===== config.mk =====
export PLATFORM = sky130hd
export DESIGN_NAME = inverted_page_table_line_manager
export DESIGN_NICKNAME = d
export VERILOG_FILES = /design/src/hdl/iptlm_pkg.sv /design/src/hdl/iptlm_table.sv /design/src/hdl/inverted_page_table_line_manager.sv
export SDC_FILE = /design/constraint.sdc
export NUM_CORES = 2
export LEC_CHECK = 0
export BUFFER_PORTS_ARGS = -buffer_cell sky130_fd_sc_hd__buf_2
export CORE_MARGIN = 2
export CORE_UTILIZATION = 45
export DETAILED_ROUTE_END_ITERATION = 10
export GPL_TIMING_DRIVEN = 0
export PLACE_DENSITY_LB_ADDON = 0.1
export SLEW_MARGIN = 30
export SYNTH_ARGS = -nofsm -noshare
export SYNTH_HDL_FRONTEND = slang
export SYNTH_SLANG_ARGS = --single-unit

===== constraint.sdc =====
create_clock -name clk -period 11.9 [get_ports clk]
set_input_delay 1.785 -clock clk [delete_from_list [all_inputs] [get_ports clk]]
set_output_delay 1.785 -clock clk [all_outputs]
set_load 0.005 [all_outputs]

===== src/hdl/iptlm_pkg.sv =====
`default_nettype none
// ----------------------------------------------------------------------------
// iptlm_pkg
// shared widths, operation codes and status codes of the page table line manager
// ----------------------------------------------------------------------------
package iptlm_pkg;

  localparam int OP_W       = 2;
  localparam int OWNER_W    = 8;
  localparam int FRAME_W    = 5;
  localparam int OFFSET_W   = 11;
  localparam int PAGE_W     = 14;
  localparam int STATUS_W   = 3;
  localparam int ADDR_W     = 11;
  localparam int FREE_W     = 12;
  localparam int CFG_LPP_W  = 7;
  localparam int PADDR_W    = 3;

  localparam int DEF_FRAMES  = 32;
  localparam int DEF_MAX_LPP = 64;

  localparam logic [CFG_LPP_W-1:0] LPP_RESET = 7'd16;
  localparam logic [PAGE_W-1:0]    PAGE_LIMIT = 14'd10000;
  localparam logic [PAGE_W-1:0]    PAGE_MAX   = 14'd9999;

  // register index
  localparam logic REG_LPP = 1'b0;

  // operations
  localparam logic [OP_W-1:0] OP_FIRST  = 2'd0;
  localparam logic [OP_W-1:0] OP_APPEND = 2'd1;
  localparam logic [OP_W-1:0] OP_XLATE  = 2'd2;
  localparam logic [OP_W-1:0] OP_REMOVE = 2'd3;

  // status codes
  localparam logic [STATUS_W-1:0] ST_OK       = 3'd0;
  localparam logic [STATUS_W-1:0] ST_NO_FREE  = 3'd1;
  localparam logic [STATUS_W-1:0] ST_FULL     = 3'd2;
  localparam logic [STATUS_W-1:0] ST_INVALID  = 3'd3;
  localparam logic [STATUS_W-1:0] ST_NOTFOUND = 3'd4;

endpackage
`default_nettype wire


===== src/hdl/iptlm_table.sv =====
`default_nettype none
// ----------------------------------------------------------------------------
// iptlm_table
// frame table memory with per-frame used flags, one read and one write a cycle
// ----------------------------------------------------------------------------
module iptlm_table #(
  parameter int FRAMES = 32,
  parameter int CNT_W  = 7
) (
  input  wire                           clk,
  input  wire                           rst,
  input  wire                           rd_en,
  input  wire  [$clog2(FRAMES)-1:0]     rd_addr,
  output logic                          rd_used,
  output logic [iptlm_pkg::OWNER_W-1:0] rd_owner,
  output logic [iptlm_pkg::PAGE_W-1:0]  rd_page,
  output logic [CNT_W-1:0]              rd_count,
  input  wire                           wr_en,
  input  wire  [$clog2(FRAMES)-1:0]     wr_addr,
  input  wire                           wr_used,
  input  wire  [iptlm_pkg::OWNER_W-1:0] wr_owner,
  input  wire  [iptlm_pkg::PAGE_W-1:0]  wr_page,
  input  wire  [CNT_W-1:0]              wr_count
);
  import iptlm_pkg::*;

  localparam int EW = OWNER_W + PAGE_W + CNT_W;

  logic [EW-1:0]     mem [FRAMES];
  logic [FRAMES-1:0] used;
  logic [EW-1:0]     q;
  logic              q_used;

  always_ff @(posedge clk) begin
    if (wr_en) begin
      mem[wr_addr] <= {wr_owner, wr_page, wr_count};
    end
    if (rd_en) begin
      q      <= mem[rd_addr];
      q_used <= used[rd_addr];
    end
  end

  always_ff @(posedge clk) begin
    if (rst) begin
      used <= '0;
    end else if (wr_en) begin
      used[wr_addr] <= wr_used;
    end
  end

  // a free frame reads as all zero
  assign rd_used  = q_used;
  assign rd_owner = q_used ? q[EW-1 -: OWNER_W] : '0;
  assign rd_page  = q_used ? q[CNT_W +: PAGE_W] : '0;
  assign rd_count = q_used ? q[CNT_W-1:0] : '0;

endmodule
`default_nettype wire


===== src/hdl/inverted_page_table_line_manager.sv =====
`default_nettype none
// table sweeps: op 1 makes one, op 0 and op 3 make two, op 3 adding a compaction pass
//   over its M moved frames after the first; op 2 makes one per page hop plus the free
//   line sweep, all through the single table read port
// operation: one transaction at a time, the next one taken once the result has been loaded
//   into the output register; a finished result sits there while the next one is processed
// reset: synchronous, every frame free, lines_per_page back to 16, no clearing pass
// ----------------------------------------------------------------------------
// inverted_page_table_line_manager
// inverted page table with per-frame owner, page and line count; places,
// appends and translates lines, removes pages, and reports free lines after each one
// ----------------------------------------------------------------------------
module inverted_page_table_line_manager #(
  parameter int FRAMES             = iptlm_pkg::DEF_FRAMES,
  parameter int MAX_LINES_PER_PAGE = iptlm_pkg::DEF_MAX_LPP
) (
  input  wire                            clk,
  input  wire                            rst,
  // input channel
  input  wire                            in_valid,
  output logic                           in_stall,
  input  wire  [iptlm_pkg::OP_W-1:0]     op,
  input  wire  [iptlm_pkg::OWNER_W-1:0]  pid,
  input  wire  [iptlm_pkg::FRAME_W-1:0]  frame,
  input  wire  [iptlm_pkg::OFFSET_W-1:0] line_offset,
  input  wire  [iptlm_pkg::PAGE_W-1:0]   page,
  // output channel
  output logic                           out_valid,
  input  wire                            out_stall,
  output logic [iptlm_pkg::STATUS_W-1:0] status,
  output logic [iptlm_pkg::FRAME_W-1:0]  result_frame,
  output logic [iptlm_pkg::ADDR_W-1:0]   line_address,
  output logic [iptlm_pkg::FRAME_W-1:0]  moved_frames,
  output logic [iptlm_pkg::FREE_W-1:0]   free_lines,
  // configuration port
  input  wire                            psel,
  input  wire                            penable,
  input  wire                            pwrite,
  input  wire  [iptlm_pkg::PADDR_W-1:0]  paddr,
  input  wire  [31:0]                    pwdata,
  output logic [31:0]                    prdata,
  output logic                           pready
);
  import iptlm_pkg::*;

  localparam int IW   = $clog2(FRAMES);
  localparam int CW   = $clog2(MAX_LINES_PER_PAGE + 1);
  localparam int MW   = IW + CW + 1;
  localparam int SUMW = $clog2(FRAMES * MAX_LINES_PER_PAGE + 1);

  localparam logic [IW-1:0] LAST_FRAME = IW'(FRAMES - 1);

  // sequencer states
  localparam logic [3:0] S_IDLE  = 4'd0;
  localparam logic [3:0] S_SCAN0 = 4'd1;
  localparam logic [3:0] S_DEC0  = 4'd2;
  localparam logic [3:0] S_RD    = 4'd3;
  localparam logic [3:0] S_CHK1  = 4'd4;
  localparam logic [3:0] S_CHK2  = 4'd5;
  localparam logic [3:0] S_HOP   = 4'd6;
  localparam logic [3:0] S_HOPD  = 4'd7;
  localparam logic [3:0] S_FIN2  = 4'd8;
  localparam logic [3:0] S_FIND3 = 4'd9;
  localparam logic [3:0] S_REM3  = 4'd10;
  localparam logic [3:0] S_SHIFT = 4'd11;
  localparam logic [3:0] S_CLR   = 4'd12;
  localparam logic [3:0] S_FREE  = 4'd13;
  localparam logic [3:0] S_DONE  = 4'd14;

  logic [3:0] state;

  // configuration
  logic [CFG_LPP_W-1:0] cfg_lpp;
  logic [CW-1:0]        lpp;
  logic                 cfg_wr;

  // captured transaction
  logic [OP_W-1:0]     op_q;
  logic [OWNER_W-1:0]  pid_q;
  logic [FRAME_W-1:0]  frame_q;
  logic [OFFSET_W-1:0] off_q;
  logic [PAGE_W-1:0]   page_q;
  logic                frame_ok;
  logic [IW-1:0]       frame_idx;

  // sweep control
  logic [IW:0]   sc_cnt;
  logic          rvalid;
  logic [IW-1:0] ridx;
  logic          scan_issue;
  logic          scan_last;

  // table ports
  logic               rd_en;
  logic [IW-1:0]      rd_addr;
  logic               rd_used;
  logic [OWNER_W-1:0] rd_owner;
  logic [PAGE_W-1:0]  rd_page;
  logic [CW-1:0]      rd_count;
  logic               wr_en;
  logic [IW-1:0]      wr_addr;
  logic               wr_used;
  logic [OWNER_W-1:0] wr_owner;
  logic [PAGE_W-1:0]  wr_page;
  logic [CW-1:0]      wr_count;

  // first-line search
  logic              has_max;
  logic [PAGE_W-1:0] maxp;
  logic [IW-1:0]     hfrm;
  logic [CW-1:0]     hcnt;
  logic              has_free;
  logic [IW-1:0]     nfrm;
  logic              reuse;
  logic              alloc;
  logic [PAGE_W-1:0] new_page;

  // translation walk
  logic [OWNER_W-1:0]  own;
  logic [PAGE_W-1:0]   cur;
  logic [IW-1:0]       tgt;
  logic [CW-1:0]       tcnt;
  logic [OFFSET_W-1:0] rem;
  logic [OFFSET_W-1:0] rem_next;
  logic                found;
  logic [PAGE_W-1:0]   best;
  logic [IW-1:0]       bfrm;
  logic [CW-1:0]       bcnt;

  // removal
  logic          fnd;
  logic [IW-1:0] ffrm;
  logic [IW-1:0] mcnt;
  logic [IW-1:0] fm;

  // free line sum
  logic [SUMW-1:0] sum;

  // result being built
  logic [STATUS_W-1:0] res_status;
  logic [IW-1:0]       res_frame;
  logic [MW-1:0]       res_addr;
  logic [IW-1:0]       res_moved;

  // effective lines per page, clamped to 1..MAX_LINES_PER_PAGE
  always_comb begin
    if (cfg_lpp == '0) begin
      lpp = CW'(1);
    end else if (32'(cfg_lpp) > MAX_LINES_PER_PAGE) begin
      lpp = CW'(MAX_LINES_PER_PAGE);
    end else begin
      lpp = CW'(cfg_lpp);
    end
  end

  // configuration port: only lines_per_page is present
  assign pready = 1'b1;
  assign cfg_wr = psel && penable && pwrite && (paddr[2] == REG_LPP);
  assign prdata = (paddr[2] == REG_LPP) ? 32'(cfg_lpp) : 32'd0;

  always_ff @(posedge clk) begin
    if (rst) begin
      cfg_lpp <= LPP_RESET;
    end else if (cfg_wr) begin
      cfg_lpp <= pwdata[CFG_LPP_W-1:0];
    end
  end

  assign frame_ok   = 32'(frame_q) < FRAMES;
  assign frame_idx  = IW'(frame_q);
  assign scan_issue = sc_cnt < (IW + 1)'(FRAMES);
  assign scan_last  = rvalid && (ridx == LAST_FRAME);

  assign reuse    = has_max && (hcnt == '0);
  assign alloc    = has_free && (!has_max || (maxp < PAGE_MAX));
  assign new_page = has_max ? maxp + PAGE_W'(1) : '0;
  assign rem_next = rem - OFFSET_W'(lpp);

  assign in_stall = (state != S_IDLE);

  // table access: reads stream through the sweeps, writes land at decisions and stream through compaction
  always_comb begin
    rd_en    = 1'b0;
    rd_addr  = sc_cnt[IW-1:0];
    wr_en    = 1'b0;
    wr_addr  = '0;
    wr_used  = 1'b0;
    wr_owner = '0;
    wr_page  = '0;
    wr_count = '0;
    unique case (state)
      S_SCAN0, S_HOP, S_FIND3, S_FREE: begin
        rd_en = scan_issue;
      end
      S_RD: begin
        rd_en   = frame_ok;
        rd_addr = frame_idx;
      end
      S_DEC0: begin
        if (reuse) begin
          wr_en    = 1'b1;
          wr_addr  = hfrm;
          wr_used  = 1'b1;
          wr_owner = pid_q;
          wr_page  = maxp;
          wr_count = CW'(1);
        end else if (alloc) begin
          wr_en    = 1'b1;
          wr_addr  = nfrm;
          wr_used  = 1'b1;
          wr_owner = pid_q;
          wr_page  = new_page;
          wr_count = CW'(1);
        end
      end
      S_CHK1: begin
        if (rd_used && (rd_count < lpp)) begin
          wr_en    = 1'b1;
          wr_addr  = frame_idx;
          wr_used  = 1'b1;
          wr_owner = rd_owner;
          wr_page  = rd_page;
          wr_count = rd_count + CW'(1);
        end
      end
      S_REM3: begin
        // nothing above: just free the page
        if (fnd && (mcnt == '0)) begin
          wr_en   = 1'b1;
          wr_addr = ffrm;
        end
      end
      S_SHIFT: begin
        rd_en = sc_cnt <= {1'b0, fm};
        if (rvalid) begin
          wr_en    = 1'b1;
          wr_addr  = ridx - IW'(1);
          wr_used  = rd_used;
          wr_owner = rd_owner;
          wr_page  = rd_page;
          wr_count = rd_count;
        end
      end
      S_CLR: begin
        wr_en   = 1'b1;
        wr_addr = fm;
      end
      default: begin
      end
    endcase
  end

  iptlm_table #(
    .FRAMES (FRAMES),
    .CNT_W  (CW)
  ) u_table (
    .clk      (clk),
    .rst      (rst),
    .rd_en    (rd_en),
    .rd_addr  (rd_addr),
    .rd_used  (rd_used),
    .rd_owner (rd_owner),
    .rd_page  (rd_page),
    .rd_count (rd_count),
    .wr_en    (wr_en),
    .wr_addr  (wr_addr),
    .wr_used  (wr_used),
    .wr_owner (wr_owner),
    .wr_page  (wr_page),
    .wr_count (wr_count)
  );

  // sequencer
  always_ff @(posedge clk) begin
    if (rst) begin
      state     <= S_IDLE;
      rvalid    <= 1'b0;
      out_valid <= 1'b0;
    end else begin
      rvalid <= rd_en;
      if (rd_en) begin
        sc_cnt <= sc_cnt + (IW + 1)'(1);
      end
      // a result leaving in the cycle a new one is loaded keeps valid high
      if (out_valid && !out_stall && (state != S_DONE)) begin
        out_valid <= 1'b0;
      end
      unique case (state)
        S_IDLE: begin
          if (in_valid) begin
            op_q       <= op;
            pid_q      <= pid;
            frame_q    <= frame;
            off_q      <= line_offset;
            page_q     <= page;
            res_status <= ST_OK;
            res_frame  <= '0;
            res_addr   <= '0;
            res_moved  <= '0;
            sc_cnt     <= '0;
            has_max    <= 1'b0;
            has_free   <= 1'b0;
            fnd        <= 1'b0;
            mcnt       <= '0;
            unique case (op)
              OP_FIRST:            state <= S_SCAN0;
              OP_APPEND, OP_XLATE: state <= S_RD;
              OP_REMOVE:           state <= S_FIND3;
              default:             state <= S_IDLE;
            endcase
          end
        end
        S_SCAN0: begin
          if (rvalid) begin
            // strictly greater keeps the lowest frame of the highest page
            if (rd_used && (rd_owner == pid_q) && (!has_max || (rd_page > maxp))) begin
              has_max <= 1'b1;
              maxp    <= rd_page;
              hfrm    <= ridx;
              hcnt    <= rd_count;
            end
            if (!rd_used && !has_free) begin
              has_free <= 1'b1;
              nfrm     <= ridx;
            end
          end
          if (scan_last) begin
            state <= S_DEC0;
          end
        end
        S_DEC0: begin
          if (reuse) begin
            res_frame <= hfrm;
            res_addr  <= MW'(hfrm) * MW'(lpp);
          end else if (alloc) begin
            res_frame <= nfrm;
            res_addr  <= MW'(nfrm) * MW'(lpp);
          end else begin
            res_status <= ST_NO_FREE;
          end
          sc_cnt <= '0;
          sum    <= '0;
          state  <= S_FREE;
        end
        S_RD: begin
          if (!frame_ok) begin
            res_status <= (op_q == OP_APPEND) ? ST_NOTFOUND : ST_INVALID;
            sc_cnt     <= '0;
            sum        <= '0;
            state      <= S_FREE;
          end else begin
            state <= (op_q == OP_APPEND) ? S_CHK1 : S_CHK2;
          end
        end
        S_CHK1: begin
          if (!rd_used) begin
            res_status <= ST_NOTFOUND;
          end else if (rd_count >= lpp) begin
            res_status <= ST_FULL;
          end else begin
            res_frame <= frame_idx;
            res_addr  <= MW'(frame_idx) * MW'(lpp) + MW'(rd_count);
          end
          sc_cnt <= '0;
          sum    <= '0;
          state  <= S_FREE;
        end
        S_CHK2: begin
          if (!rd_used) begin
            res_status <= ST_INVALID;
            sc_cnt     <= '0;
            sum        <= '0;
            state      <= S_FREE;
          end else begin
            own  <= rd_owner;
            cur  <= rd_page;
            tgt  <= frame_idx;
            tcnt <= rd_count;
            rem  <= off_q;
            if (off_q >= OFFSET_W'(lpp)) begin
              sc_cnt <= '0;
              found  <= 1'b0;
              state  <= S_HOP;
            end else begin
              state <= S_FIN2;
            end
          end
        end
        S_HOP: begin
          // next page of the owner above the current one
          if (rvalid && rd_used && (rd_owner == own) && (rd_page > cur) &&
              (rd_page <= PAGE_LIMIT) && (!found || (rd_page < best))) begin
            found <= 1'b1;
            best  <= rd_page;
            bfrm  <= ridx;
            bcnt  <= rd_count;
          end
          if (scan_last) begin
            state <= S_HOPD;
          end
        end
        S_HOPD: begin
          if (!found) begin
            res_status <= ST_INVALID;
            sc_cnt     <= '0;
            sum        <= '0;
            state      <= S_FREE;
          end else begin
            cur  <= best;
            tgt  <= bfrm;
            tcnt <= bcnt;
            rem  <= rem_next;
            if (rem_next >= OFFSET_W'(lpp)) begin
              sc_cnt <= '0;
              found  <= 1'b0;
              state  <= S_HOP;
            end else begin
              state <= S_FIN2;
            end
          end
        end
        S_FIN2: begin
          if (rem >= OFFSET_W'(tcnt)) begin
            res_status <= ST_INVALID;
          end else begin
            res_frame <= tgt;
            res_addr  <= MW'(tgt) * MW'(lpp) + MW'(rem);
          end
          sc_cnt <= '0;
          sum    <= '0;
          state  <= S_FREE;
        end
        S_FIND3: begin
          if (rvalid) begin
            if (!fnd) begin
              if (rd_used && (rd_owner == pid_q) && (rd_page == page_q)) begin
                fnd  <= 1'b1;
                ffrm <= ridx;
              end
            end else if (rd_used) begin
              mcnt <= mcnt + IW'(1);
            end
          end
          if (scan_last) begin
            state <= S_REM3;
          end
        end
        S_REM3: begin
          if (!fnd) begin
            res_status <= ST_NOTFOUND;
            sc_cnt     <= '0;
            sum        <= '0;
            state      <= S_FREE;
          end else begin
            res_frame <= ffrm;
            res_moved <= mcnt;
            fm        <= ffrm + mcnt;
            if (mcnt == '0) begin
              sc_cnt <= '0;
              sum    <= '0;
              state  <= S_FREE;
            end else begin
              // compaction reads one ahead of the write
              sc_cnt <= {1'b0, ffrm} + (IW + 1)'(1);
              state  <= S_SHIFT;
            end
          end
        end
        S_SHIFT: begin
          if (rvalid && (ridx == fm)) begin
            state <= S_CLR;
          end
        end
        S_CLR: begin
          sc_cnt <= '0;
          sum    <= '0;
          state  <= S_FREE;
        end
        S_FREE: begin
          if (rvalid && (rd_count < lpp)) begin
            sum <= sum + SUMW'(lpp - rd_count);
          end
          if (scan_last) begin
            state <= S_DONE;
          end
        end
        S_DONE: begin
          if (!out_valid || !out_stall) begin
            out_valid <= 1'b1;
            state     <= S_IDLE;
          end
        end
        default: begin
          state <= S_IDLE;
        end
      endcase
    end
  end

  // output register, loaded when the result moves out of the sequencer
  always_ff @(posedge clk) begin
    if ((state == S_DONE) && (!out_valid || !out_stall)) begin
      status       <= res_status;
      result_frame <= FRAME_W'(res_frame);
      line_address <= ADDR_W'(res_addr);
      moved_frames <= FRAME_W'(res_moved);
      free_lines   <= FREE_W'(sum);
    end
  end

  always_ff @(posedge clk) begin
    ridx <= rd_addr;
  end

`ifndef SYNTHESIS
  a_busy_after_accept: assert property (@(posedge clk) disable iff (rst)
    in_valid && !in_stall |=> state != S_IDLE)
    else $error("sequencer idle right after a transaction was taken");

  a_shift_has_moves: assert property (@(posedge clk) disable iff (rst)
    state == S_SHIFT |-> res_moved != '0)
    else $error("compaction running with no frames to move");

  a_no_same_entry: assert property (@(posedge clk) disable iff (rst)
    rd_en && wr_en |-> rd_addr != wr_addr)
    else $error("read and write of the same table entry in one cycle");

  a_status_legal: assert property (@(posedge clk) disable iff (rst)
    out_valid |-> status <= ST_NOTFOUND)
    else $error("status code out of range");
`endif

endmodule
`default_nettype wire


* Word level (Yosys, flattened, before mapping)
Memories as Yosys holds them, arrays and structs flattened. A register that Yosys moved wholly into a read port is not among the register bits.
Cells that the tools add are included.
** Word-level totals
- Logic and storage cells :: 342
- Memory bits (writable) :: 928
- Memories kept :: 1
- Bits in registers :: 290
- Bits of input ports :: 82
** Memory list
- u_table.mem :: depth 32, bits a word 29, read ports 1, clocked after Yosys merged registers in 1, wr ports 1, line iptlm_table.sv:29 : logic [EW-1:0] mem [FRAMES];
** Operators by class
- Mux-type cells :: 139
- $add $sub $neg :: 12
- Reduce and logical (&&, ||, !) cells :: 70
- Bitwise gates (word level) :: 3
- $lt $le $gt $ge :: 16
- $mul :: 4
- Equality and inequality tests :: 55
** Operators with widths (count)
- 14-bit 2-to-1 mux :: 8
- 5-bit 2-to-1 mux :: 19
- 11-bit 2-to-1 mux :: 8
- 12-bit 2-to-1 mux :: 5
- 12-bit case mux with 5 select lines :: 1
- 7-bit 2-to-1 mux :: 8
- 2-bit inequality test, second input constant :: 25
- 5-bit case mux with 5 select lines :: 2
- 6-bit 2-to-1 mux :: 8
- 4-bit case mux with 12 select lines :: 1
- 5-bit by 7-bit multiplier with 11-bit output :: 4
- 4-bit 2-to-1 mux :: 11
- 11-bit case mux with 4 select lines :: 1
- 14-bit case mux with 3 select lines :: 1
- 8-bit 2-to-1 mux :: 5
- 11-bit by 7-bit greater-or-equal comparator with 1-bit output :: 3
- 3-bit 2-to-1 mux :: 11
- 32-bit bitwise mux :: 1
- 5-bit case mux with 2 select lines :: 3
- 6-bit case mux with 5 select lines :: 1
- 1-bit 2-to-1 mux :: 29
- 4-bit equality test, second input constant :: 7
- 14-bit greater-than comparator :: 2
- 14-bit case mux with 2 select lines :: 1
- 67 further kinds :: 134

* Depth between registers and ports, before layout
- Depth in word-level cells :: 12
- Depth in mapped cells :: 21

* Modules after synthesis
Synthesis repeated with hierarchy kept, for this count alone.
** Second synthesis, totals
- Cells, all modules :: 4106
- Area total of the unflattened synthesis :: 57635.3 um2
** By module, submodules not included
- iptlm_table :: instances 1, cells each 2263, area each 38782.2 um2
- inverted_page_table_line_manager :: instances 1, cells each 1843, area each 18853.1 um2

* Worst setup path before layout
Ideal clock, no wire load.
- Path type :: register -> register
- Start point :: register cfg_lpp[4]
- End point :: memory u_table.mem[19][0] in the netlist's numbering (enable)
- Path buffers :: 0
- Stages on the path, launching flop included :: 13
- Library setup time :: 0.456 ns
- Data arrival time :: 5.675 ns
- Data required time :: 11.444 ns
- Path slack :: 5.769 ns
- Period minus slack after synthesis :: 6.131 ns
- Cells stage by stage :: dfxtp_1 > or4_1 > o21ba_2 > nor2_1 > inv_1 > ha_1 > fa_1 > nor2b_1 > o31ai_1 > a2111oi_4 > a221oi_2 > nand2b_1 > nor3_1
** On the way
- Cells in the longest elaborated chain, start to end :: 9
- Elaborated cells on any way between the ends :: 12
- Classes of those cells :: 2 x order compare; 8 x mux; 2 x reduce/logical
** Ends and longest elaborated chain
- start: declaration :: line inverted_page_table_line_manager.sv:73 : logic [CFG_LPP_W-1:0] cfg_lpp;
- start signal: assignment :: line inverted_page_table_line_manager.sv:165 : cfg_lpp <= pwdata[CFG_LPP_W-1:0];
- 7-bit greater-than comparator :: line inverted_page_table_line_manager.sv:149 : end else if (32'(cfg_lpp) > MAX_LINES_PER_PAGE) begin
- 7-bit 2-to-1 mux :: line inverted_page_table_line_manager.sv:149
- 7-bit 2-to-1 mux (*) :: line inverted_page_table_line_manager.sv:147 : if (cfg_lpp == '0) begin
- 7-bit < comparator (*) :: line inverted_page_table_line_manager.sv:217 : if (rd_used && (rd_count < lpp)) begin
- 1-bit logical AND (*) :: line inverted_page_table_line_manager.sv:217
- 1-bit 2-to-1 mux :: line inverted_page_table_line_manager.sv:217
- 1-bit case mux with 5 select lines :: line inverted_page_table_line_manager.sv:191 : unique case (state)
- 1-bit 2-to-1 mux :: line iptlm_table.sv:35 : if (wr_en) begin
- 1-bit 2-to-1 mux (implied by the code) :: line iptlm_table.sv:36 : mem[wr_addr] <= {wr_owner, wr_page, wr_count};
- end: declaration :: line iptlm_table.sv:29
Every way passes the cells marked *; elsewhere a longest branch is shown, timed or not.

* Worst setup path after layout
- Start point :: register u_table.q_used (netlist: u_table.rd_used)
- End point :: register u_table.used[1]
** On the way
- Cells in the longest elaborated chain, start to end :: 10
- Elaborated cells on any way between the ends :: 15
- Classes of those cells :: 3 x order compare; 10 x mux; 2 x reduce/logical
** Ends and longest elaborated chain
- start: declaration :: line iptlm_table.sv:32 : logic q_used;
- start signal: assignment :: line iptlm_table.sv:40 : q_used <= used[rd_addr];
- 7-bit 2-to-1 mux (*) :: line iptlm_table.sv:56 : assign rd_count = q_used ? q[CNT_W-1:0] : '0;
- via rd_count[0] :: line inverted_page_table_line_manager.sv:99 : logic [CW-1:0] rd_count;
- 7-bit < comparator (*) :: line inverted_page_table_line_manager.sv:217
- 1-bit logical AND (*) :: line inverted_page_table_line_manager.sv:217
- 5-bit 2-to-1 mux :: line inverted_page_table_line_manager.sv:217
- 5-bit case mux with 5 select lines :: line inverted_page_table_line_manager.sv:191
- 5-bit by 6-bit < comparator with 1-bit output (implied by the code) / 5-bit by 1-bit greater-or-equal comparator with 1-bit output (equally long branches) :: line iptlm_table.sv:48 : used[wr_addr] <= wr_used;
- 1-bit logical AND (implied by the code) :: line iptlm_table.sv:48
- 1-bit 2-to-1 mux (implied by the code) :: line iptlm_table.sv:48
- 1-bit demux with 5-bit select
- 32-bit bitwise mux :: line iptlm_table.sv:48
- end signal: indexed assignment :: line iptlm_table.sv:48
- end: declaration :: line iptlm_table.sv:30 : logic [FRAMES-1:0] used;
The timed path passes the listed nets; every way through them passes the cells marked *.
A chain may end at the register's enable or synchronous reset.

==> results.cfg <==
[finish]
finish.utilization_pct = 53.2
drive_above_1_share_pct = 10.4
instances_no_fill = 6975
fin_nets = 5543
n_fill_cell = 11000
syn2layout_area_growth_pct = 17.2

[logic_synthesis]
synth-seq-cells = 1247
synth_flop_cell = edfxtp_1
synth_edf_count = 1197
synth-seq-area-share_pct = 63.6
synth_area_um2 = 58100
synth_top_area_share_pct = 61.9
yosysTopAreaCell = edfxtp_1
postSynthCellCount = 4838
ys_warn_count = 0
ys_async_sr_fraction_pct = 0
synthTopCellsByArea = edfxtp_1 62%, nand2_1 7.9%, ha_1 3.9%
synth_area_per_cell_um2 = 12.0
yosysUniqueCellTypes = 84

[critical_path]
cp.required_ns = 12.51
end_kind = flop
crit_arrival_ns = 8.15
worst_setup_path_start_kind = flop
crit_path_max_fanout = 10
rrSetupSlack_ns = 4.36
crit_type = reg -> reg
crit_end = u_table.used[1]
cp-startpoint = u_table.rd_used
regToRegStartpoint = u_table.rd_used
timing.rr.end = u_table.used[1]
reg2regPathDepth = 16

[timing]
finClkSkew_ns = 0.0281
finalSetupViolCount = 0
period_share_pct = 63.4
slew_headroom_pct = 25.5
drv_slew = 0
max_clock_freq_mhz = 133
tightestPinTransition_ns = 1.11
rsz0062_at_grt = no
hold_viol = 0
period_needed_ns = 7.54
setup_tns_ns = 0

[floorplanning]
ios = 153
initial_utilization_pct = 45.4
die_y_um = 363
core-area_um2 = 128000
die_area_um2 = 132000
die_w_um = 363
rows = 131

[route]
post_drt_wl_per_cell_um = 26.7
drc = 0
vias = 40500
drt_wl_total_mm = 186
drtPass1Iterations = 8
viasPerCell = 5.80
drt_iter0_drc = 4437
drtAntennaViolNets = 0

[place]
place_hpwl_mm = 135
dpl.cell_count = 6728
io_buffer_count = 99
gp_congestion = 0.932

[cts]
clkSinkCount = 1247
cts_made_buffers = 137
path_clk_slew_ns = 0.06
clockRootBuffer = clkbuf_16
postCtsSetupBuffers = 0
cts.repair.resized = 0
ctsHoldBuffers = 0
ctsLongestPathBuffers = 3
insertion_delay_ns = 0.78
tritoncts = built
h-tree-depth = 4

[global_route]
antenna_found_initial = 8
overflow = 0
grt_max_degree = 33
grt_pass1_wl_mm = 269
grt_usage_pct = 28.2
grt_pass1_vias = 39400

[power_and_ir_drop]
leakage_uw = 0.0250
peakVddDrop_uv = 164
power.density_nw_per_um2 = 217

[outcome]
status = finished clean

[run]
cap_violations = 0

[hold_path]
min_path_type = reg -> reg
[Yosys cell counts (all sizes together) (14+ instances only)]
cell type and number:
buf 90, a311oi 243, nor4 45, and2 62, xnor2 77, and3 260
a21oi 71, o21ai 102, nor3 154, o21a 14, nor2 147, nand2 1222
nor2b 32, nand2b 16, edfxtp 1197, clkbuf 214, dfxtp 50, fa 77
inv 220, nand3 51, nand4 18, mux2i 48, o22ai 18, a21o 23
xor2 41, ha 179
[layout by cell type (no fill, tap or decap), types with 16 or more instances in the layout]
cell and n:
nor2_4 33, nor3_1 152, buf_2 133, edfxtp_1 1197, buf_1 34, xnor2_1 77
nor4_1 36, a21oi_1 68, clkinv_2 16, and2_1 62, nand4_1 18, mux2i_1 47
a311oi_1 243, buf_16 66, buf_8 16, xor2_1 41, o21ai_0 86, nor2b_1 32
clkinv_1 24, nand2b_1 16, dfxtp_1 50, nor2_1 112, and3_1 260, clkbuf_16 139
fa_1 77, nand3_1 51, a21o_1 23, conb_1 26, buf_4 35, ha_1 179
nand2_1 1222, clkbuf_1 244, inv_1 218
[report_power, final]
| group | total, µW | internal (µW) | switching (µW) |
|---|---|---|---|
| Clock | 4160 | 2370 | 1790 |
| Sequential | 5330 | 5190 | 138 |
| Combinational | 5290 | 1570 | 3720 |
[logic make-up (layout without fill, tap and decap cells)]
logic type	after synthesis	in the layout	share of synthesized area, %
xor+xnor	118	118	1.78
flops	1247	1247	63.6
simple gates	2056	2056	16.0
fa+ha+maj	256	256	6.51
other cells	2	27	0.0129
buf+inv	524	974	3.64
mux	51	51	0.886
compound gates	584	584	7.52
[worst min-delay path by stage]
stage                       startpoint         endpoint  slack (ns)  cells past startpoint
after global routing      res_moved[1]  moved_frames[1]        0.43                      0
after detailed placement   res_addr[2]  line_address[2]        0.40                      0
after floorplan            res_addr[0]  line_address[0]        0.40                      0
after global placement    res_frame[3]  result_frame[3]        0.40                      0
after CTS                  res_addr[9]  line_address[9]        0.42                      0
final                      res_addr[9]  line_address[9]        0.42                      0
[per-stage QoR]
step | total power (µW) | area (µm²) | hold slack (ns) | setup slack [ns]
final | 14800 | 68000 | 0.417 | 4.36
after global routing | 15400 | 68000 | 0.428 | 4.05
after CTS | 14800 | 68000 | 0.419 | 4.31
after detailed placement | 10600 | 63700 | 0.405 | 4.33
after global placement | 10400 | 60700 | 0.403 | 0.389
after floorplan | 8460 | 58200 | 0.400 | 5.77
[per-layer routing]
metal | global-route usage [%] | routed length, µm
met5 | 0 | 0
met4 | 11.0 | 7330
met3 | 4.62 | 14900
met2 | 46.4 | 88800
met1 | 37.4 | 75200
[flip-flops by register name, summed over array words and instances, names as in the netlist, 11 cells and up]
name          cells
u_table.mem     928
u_table.used     32
u_table.q        29
best             14
cur              14
maxp             14
page_q           14
free_lines       12
sum              12
line_address     11
off_q            11
rem              11
res_addr         11
[cell type report]
class,count,area [µm²],share of cell area [%]
Buffer,304,1300,1.91
Clock buffer,182,3690,5.42
Antenna cell,1,2.50,0.00368
Timing Repair Buffer,204,2770,4.07
Multi-Input combinational cell,3091,19800,29.1
Inverter,220,826,1.21
Clock inverter,64,648,0.953
Tap cell,1662,2080,3.06
Sequential cell,1247,36900,54.3
[worst max-delay path, cell delays in order (launching register included)]
cell	delay, ns
edfxtp_1	0.32
clkbuf_1	0.43
buf_1	0.70
clkbuf_1	0.63
buf_1	0.68
nand2_1	0.28
inv_1	0.28
ha_1	0.25
fa_1	0.22
nor2b_1	0.08
o31ai_1	0.49
a211oi_2	0.34
a21boi_1	0.78
nor2_1	0.42
o21ai_1	0.70
clkbuf_1	0.59
mux2i_1	0.18
No activity file was read; power rests on OpenSTA's default activity.
